`src/rtl/tmtw_pkg.sv`:
```
// Shared types and constants of the text-mode terminal writer.
package tmtw_pkg;

  localparam logic [1:0] OP_PUT   = 2'd0;
  localparam logic [1:0] OP_CLEAR = 2'd1;
  localparam logic [1:0] OP_READ  = 2'd2;

  localparam logic [7:0] CH_NEWLINE   = 8'd10;
  localparam logic [7:0] CH_BACKSPACE = 8'd8;
  localparam logic [7:0] CH_TAB       = 8'd9;
  localparam logic [7:0] CH_SPACE     = 8'd32;
  localparam logic [7:0] RESET_COLOR  = 8'd7;

  typedef struct packed {
    logic load;
    logic step;
  } tmtw_sweep_cmd_t;

endpackage

```
`src/rtl/tmtw_sweep.sv`:
```
// Shared address unit: a loadable counter with an incrementer and an end-of-range compare.
module tmtw_sweep
  import tmtw_pkg::*;
#(
  parameter int AW          = 11,
  parameter int RESET_LIMIT = 1999
) (
  input  logic            clk,
  input  logic            rst_n,
  input  tmtw_sweep_cmd_t cmd,
  input  logic [AW-1:0]   start_addr,
  input  logic [AW-1:0]   limit,
  output logic [AW-1:0]   addr,
  output logic            last
);

  logic [AW-1:0] addr_r, addr_nxt;
  logic [AW-1:0] limit_r, limit_nxt;

  always_comb begin
    addr_nxt  = addr_r;
    limit_nxt = limit_r;
    if (cmd.load) begin
      addr_nxt  = start_addr;
      limit_nxt = limit;
    end else if (cmd.step) begin
      addr_nxt = addr_r + AW'(1);
    end
  end

  always_ff @(posedge clk) begin
    if (!rst_n) begin
      addr_r  <= '0;
      limit_r <= AW'(RESET_LIMIT);
    end else begin
      addr_r  <= addr_nxt;
      limit_r <= limit_nxt;
    end
  end

  assign addr = addr_r;
  assign last = (addr_r == limit_r);

endmodule

```
`config.mk`:
```
export PLATFORM = sky130hd
export DESIGN_NAME = tmtw_sweep
export DESIGN_NICKNAME = d
export VERILOG_FILES = /design/src/rtl/tmtw_pkg.sv /design/src/rtl/tmtw_sweep.sv
export SDC_FILE = /design/constraint.sdc
export NUM_CORES = 1
export LEC_CHECK = 0
export BUFFER_PORTS_ARGS = -buffer_cell sky130_fd_sc_hd__buf_2
export CAP_MARGIN = 20
export CORE_AREA = 5 5 63 65
export CTS_CLUSTER_DIAMETER = 200
export CTS_CLUSTER_SIZE = 30
export DETAILED_ROUTE_END_ITERATION = 16
export DIE_AREA = 0 0 68 70
export GPL_TIMING_DRIVEN = 0
export PLACE_DENSITY_LB_ADDON = 0.08
export SETUP_SLACK_MARGIN = 0.4
export SLEW_MARGIN = 20
export SYNTH_ARGS = -nofsm -noshare
export SYNTH_HDL_FRONTEND = slang
export SYNTH_SLANG_ARGS = --single-unit
```
`constraint.sdc`:
```
create_clock -name clk -period 1.4 [get_ports clk]
set_input_delay 0.07 -clock clk [delete_from_list [all_inputs] [get_ports clk]]
set_output_delay 0.07 -clock clk [all_outputs]
set_load 0.01 [all_outputs]
```
==> Word-level counts from Yosys, hierarchy flattened <==
Index checks and enable logic that the tools add are counted.
W data, S select, Z words.
{ "op_classes": {"n_addsub": 1, "n_mul": 0, "n_div": 0, "n_lt_le_gt_ge": 0, "eq_ne": 1, "n_shift": 0, "n_mux": 2, "n_bitwise": 0, "n_reduce_logical": 1} }
{ "op_table": {"columns": ["cell", "n"], "rows": [
  ["$mux W11", 2],
  ["$add A11 B1 Y11 const B", 1],
  ["$eq A11 B11 Y1", 1],
  ["$reduce_bool A2 Y1", 1]
]} }
{ "word_totals": {"regBits": 22, "latchBits": 0, "mem_bits_rw": 0, "rom_bits": 0, "inputBits": 26, "output_inout_bits": 12, "memories": 0} }

==> Depth between registers and ports, before layout <==
{ "depth": {"depth_word": 3, "ltp_mapped": 5} }

==> Least setup slack after synthesis <==
OpenSTA, ideal clock, no wires.
{ "synth_path": {"path_type": "register to register", "from": "register addr_r[0], in the netlist addr[0]", "to": "register addr_r[10], in the netlist addr[10]", "setup_time_ps": 124, "t_arrival_ps": 1103, "setup_slack_ps": 173, "path_stages_with_launch": 6, "path_buffers": 0, "synth_period_minus_slack_ps": 1227, "path_cell_list": "dfxtp_1 ha_1 nand2_1 nor3_2 xnor2_1 o22ai_1"} }
{ "synth_between": {"elab_chain_len": 3} }
{ "synth_lines": {"columns": ["item", "line", "rtl"], "rows": [
  ["start, declared", "tmtw_sweep.sv:17", "logic [AW-1:0] addr_r, addr_nxt;"],
  ["start signal, assigned", "tmtw_sweep.sv:36", "addr_r <= addr_nxt;"],
  ["$add A11 B1 Y11", "tmtw_sweep.sv:27", "addr_nxt = addr_r + AW'(1);"],
  ["$mux W11", "tmtw_sweep.sv:26", "end else if (cmd.step) begin"],
  ["$mux W11", "tmtw_sweep.sv:23", "if (cmd.load) begin"]
]} }
Every way passes these cells. The select of a mux whose other input is x is not followed.
A chain may end at the register's enable or synchronous reset.

==> Worst setup path in the final report <==
{ "layout_path": {"from": "register limit_r[5]", "to": "output port last"} }
{ "layout_between": {"elab_chain_len": 1} }
{ "layout_lines": {"columns": ["item", "line", "rtl"], "rows": [
  ["start, declared", "tmtw_sweep.sv:18", "logic [AW-1:0] limit_r, limit_nxt;"],
  ["start signal, assigned", "tmtw_sweep.sv:34", "limit_r <= AW'(RESET_LIMIT);"],
  ["start signal, assigned", "tmtw_sweep.sv:37", "limit_r <= limit_nxt;"],
  ["$eq A11 B11 Y1", "tmtw_sweep.sv:42", "assign last = (addr_r == limit_r);"],
  ["end, declared", "tmtw_sweep.sv:14", "output logic last"]
]} }
Every way passes these cells.

==> summary.txt <==
Global routing
  • First-pass GRT wire length: 4.57 mm
  • Vias in the first global route: 986
  • Tot GR Track Use: 12.4%
  • Overflow after GRT: 0
  • Largest net degree at the start of global routing: 13
  • Initial antenna violation count: 0

Logic synthesis
  • Top cells by area, synth: dfxtp_1 40%, xnor2_1 13%, mux2i_1 12%, a21oi_1 4.5%, nand2_1 4.4%
  • Number of synthesized register bits: 22
  • Count of warnings emitted by yosys: 0
  • Yosys top cell area share: 39.6%
  • Post-synth ARST share: 0%
  • Post-Syn Instances: 123
  • Post-synth EDFFs: 0
  • Synth cell types: 22
  • Post-synthesis sequential area ratio: 39.6%
  • Post-Syn Area per Cell: 9.03 µm²
  • Main flop type after synthesis: dfxtp_1
  • Yosys top cell by area: dfxtp_1
  • Syn_nets: 150
  • Mapped Area: 1110 µm²

Hold path
  • Hold path endpoint: addr[6]
  • Hold path depth: 3
  • Min-delay worst type: primary input to flip-flop
  • Hold path startpoint: start_addr[6]

Clock tree
  • TritonCTS clock tree: done
  • Clock slew at reported path FFs: 110 ps
  • H-Tree Depth: 1
  • CTS buffer count: 3
  • Longest Clk Path Bufs: 2
  • Clk root buf: clkbuf_4
  • Worst skew pair latency: 320 ps
  • Clock sinks: 22

Routing
  • Iter 0 DRT Violations: 38
  • Routed WL per cell: 12.8 µm
  • Routed vias: 1058
  • Count of antenna-violating nets left after detailed routing: 0
  • Drt pass-1 iters: 4
  • Routed wire length: 2.99 mm
  • Vias/cell: 4.52
  • Drc violations: 0

Pwr
  • Design internal power: 0.000993 W
  • Cell area power density: 761 nW/µm²
  • Leakage: 0.774 nW
  • Combinational power share: 26.2%
  • Reg power frac: 51.5%
  • Reported net switching power: 0.000390 W
  • Peak VDD IR: 0.374 mV
  • Clk network pwr share: 22.2%
  • Switching share of power: 28.2%

Floorplan
  • DIE WIDTH: 68 µm
  • Number of I/O pins: 38
  • CORE AREA: 3280 µm²
  • Die Y: 70 µm
  • Row Count: 21
  • Die Footprint: 4760 µm²
  • Initial core utilization: 33.8%

Critical path
  • Worst R2R End: addr[8]
  • R2R Path Start: addr[2]
  • Startpoint Class: flip-flop
  • Max incr delay on CP: 360 ps
  • Worst Setup Path Type: flip-flop to output port
  • Worst R2R Setup Slack: 80 ps
  • CP Max Fanout: 2
  • Critical-path top delay cell: dfxtp_2
  • Worst reg-to-reg path cell count: 6
  • Critical path arrival: 1330 ps
  • Endpoint class of the critical path: output port
  • Worst path cell trace: xnor2_2 -> nand4_1 -> nor3_2 -> buf_2
  • Data required, critical path: 1330 ps

Cells and area
  • Fillers: 311
  • Diode count: 0
  • Area growth syn-to-layout: 63.5%
  • Seq. cell area: 472 µm²
  • Layout cells sized above 1: 45.7%
  • Area of the multi-input gates: 749 µm²
  • NumNets Final: 216

Timing
  • WHS: 27.3 ps
  • Max Clock Freq: 0.715 GHz
  • Final setup margin: 1.44 ps
  • Slew Viols, Final: 0
  • Slew at the pin with the worst max-slew slack: 401 ps
  • Final Hold Fails: 0
  • Tcrit/Tclk final: 99.9%
  • Setup Viol. Count Final: 0
  • Relative slew margins: 73.3%
  • Final Skew: 12.9 ps
  • Tmin final: 1400 ps
  • RSZ-0062 raised after global routing: true

Place
  • Worst slack at placement: 230 ps
  • GP Congestion: 0.738
  • IO Port Bufs: 35
  • Post-DP HPWL: 2.12 mm

Flow run
  • Max Cap Viol: 0

Run status
  • Status: complete, no violations
[critical path: cells and delay by family, from the launching register on]
| family | cells | cell delay [ps] |
|---|---|---|
| xor+xnor | 1 | 160 |
| flops | 1 | 360 |
| buf+inv | 1 | 160 |
| simple gates | 2 | 350 |
[cell type report]
class / instances / share of cell area (%)
buffer: 6 / 1.86
clock buffer: 4 / 1.45
inverter: 2 / 0.413
multi-input combinational: 93 / 41.3
sequential: 22 / 26.0
tap: 46 / 3.17
timing repair buffer: 61 / 25.9
[layer usage]
metal  vias to the layer above  global-route usage, %  share of wire, %
met4                         0                   4.64               1.1
met2                        25                   20.1                48
li1                        561                      -                 -
met3                         4                   2.08               5.3
met1                       468                   16.1                46
met5                         -                      0                 0
[cell usage in the layout, fill, tap and decap left out, types with 4 or more instances in the layout]
cell type       n
a21oi_1        10
buf_2          33
buf_6          15
dfxtp_1         9
dfxtp_2         7
dfxtp_4         6
dlygate4sd3_1  14
mux2i_1        13
nand2_1        10
nand4_1         6
nor2_1          7
nor3b_1         4
o21ai_0         4
o22ai_1         4
xnor2_1         8
xnor2_2         8
xor2_1          5
[synth_stat cells (2+ instances only)]
cell type and n:
nand4_1 6, nor2_1 8, buf_2 4, xnor2_1 16
nor3_2 2, nand2_1 13, o22ai_1 4, xor2_1 5
dfxtp_1 22, nand3_1 3, clkbuf_1 2, a21oi_1 10
o21ai_0 4, nor3b_1 4, mux2i_1 13
[sequential cells by signal (all words and copies together), names as in the netlist]
register,cells
addr,11
limit_r,11
[cell families after synthesis]
kind of cell | synth area share, %
flops | 39.6
compound gates | 8.56
mux | 11.7
fa+ha+maj | 1.13
xor+xnor | 16.6
simple gates | 19.3
buf+inv | 3.15
[power by group through the flow]
| stage | registers, W | clock network (W) | logic (W) |
|---|---|---|---|
| 2_1_floorplan | 0.000734 | 0 | 0.000142 |
| 3_3_place_gp | 0.000734 | 0 | 0.000228 |
| 3_5_place_dp | 0.000736 | 0 | 0.000232 |
| 4_1_cts | 0.000714 | 0.000323 | 0.000314 |
| 5_1_grt | 0.000720 | 0.000341 | 0.000395 |
| 6_report | 0.000713 | 0.000307 | 0.000363 |
[worst max-delay path by stage]
stage,start,endpoint,slack [ps],cells after the start
2_1_floorplan,addr[2],addr[8],310,5
3_3_place_gp,addr[1],addr[10],250,5
3_5_place_dp,addr[2],addr[8],230,5
4_1_cts,limit_r[5],last,-20,4
5_1_grt,addr[2],last,-60,5
6_report,limit_r[5],last,1,4
[what timing repair did]
action                                 CTS  global route
hold buffers                            14             0
pin swaps                               20            10
setup endpoints to repair               14            17
setup buffers                            4             8
endpoints found under the hold margin   14             0
gates resized for setup                 27            13
gates cloned                             0             0
[stage by stage]
| stage | instances | util, % | cell area, µm² | TNS, ps | total power (W) |
|---|---|---|---|---|---|
| 6_report | 234 | 55.3 | 1820 | 0 | 0.00138 |
| 5_1_grt | 234 | 55.3 | 1820 | -66.8 | 0.00145 |
| 4_1_cts | 226 | 51.4 | 1690 | -23.4 | 0.00135 |
| 3_5_place_dp | 204 | 42.1 | 1380 | 0 | 0.000968 |
| 2_1_floorplan | 123 | - | 1150 | 0 | 0.000876 |
| 3_3_place_gp | 204 | 42.1 | 1380 | 0 | 0.000962 |
(Power assumes the default switching activity.)
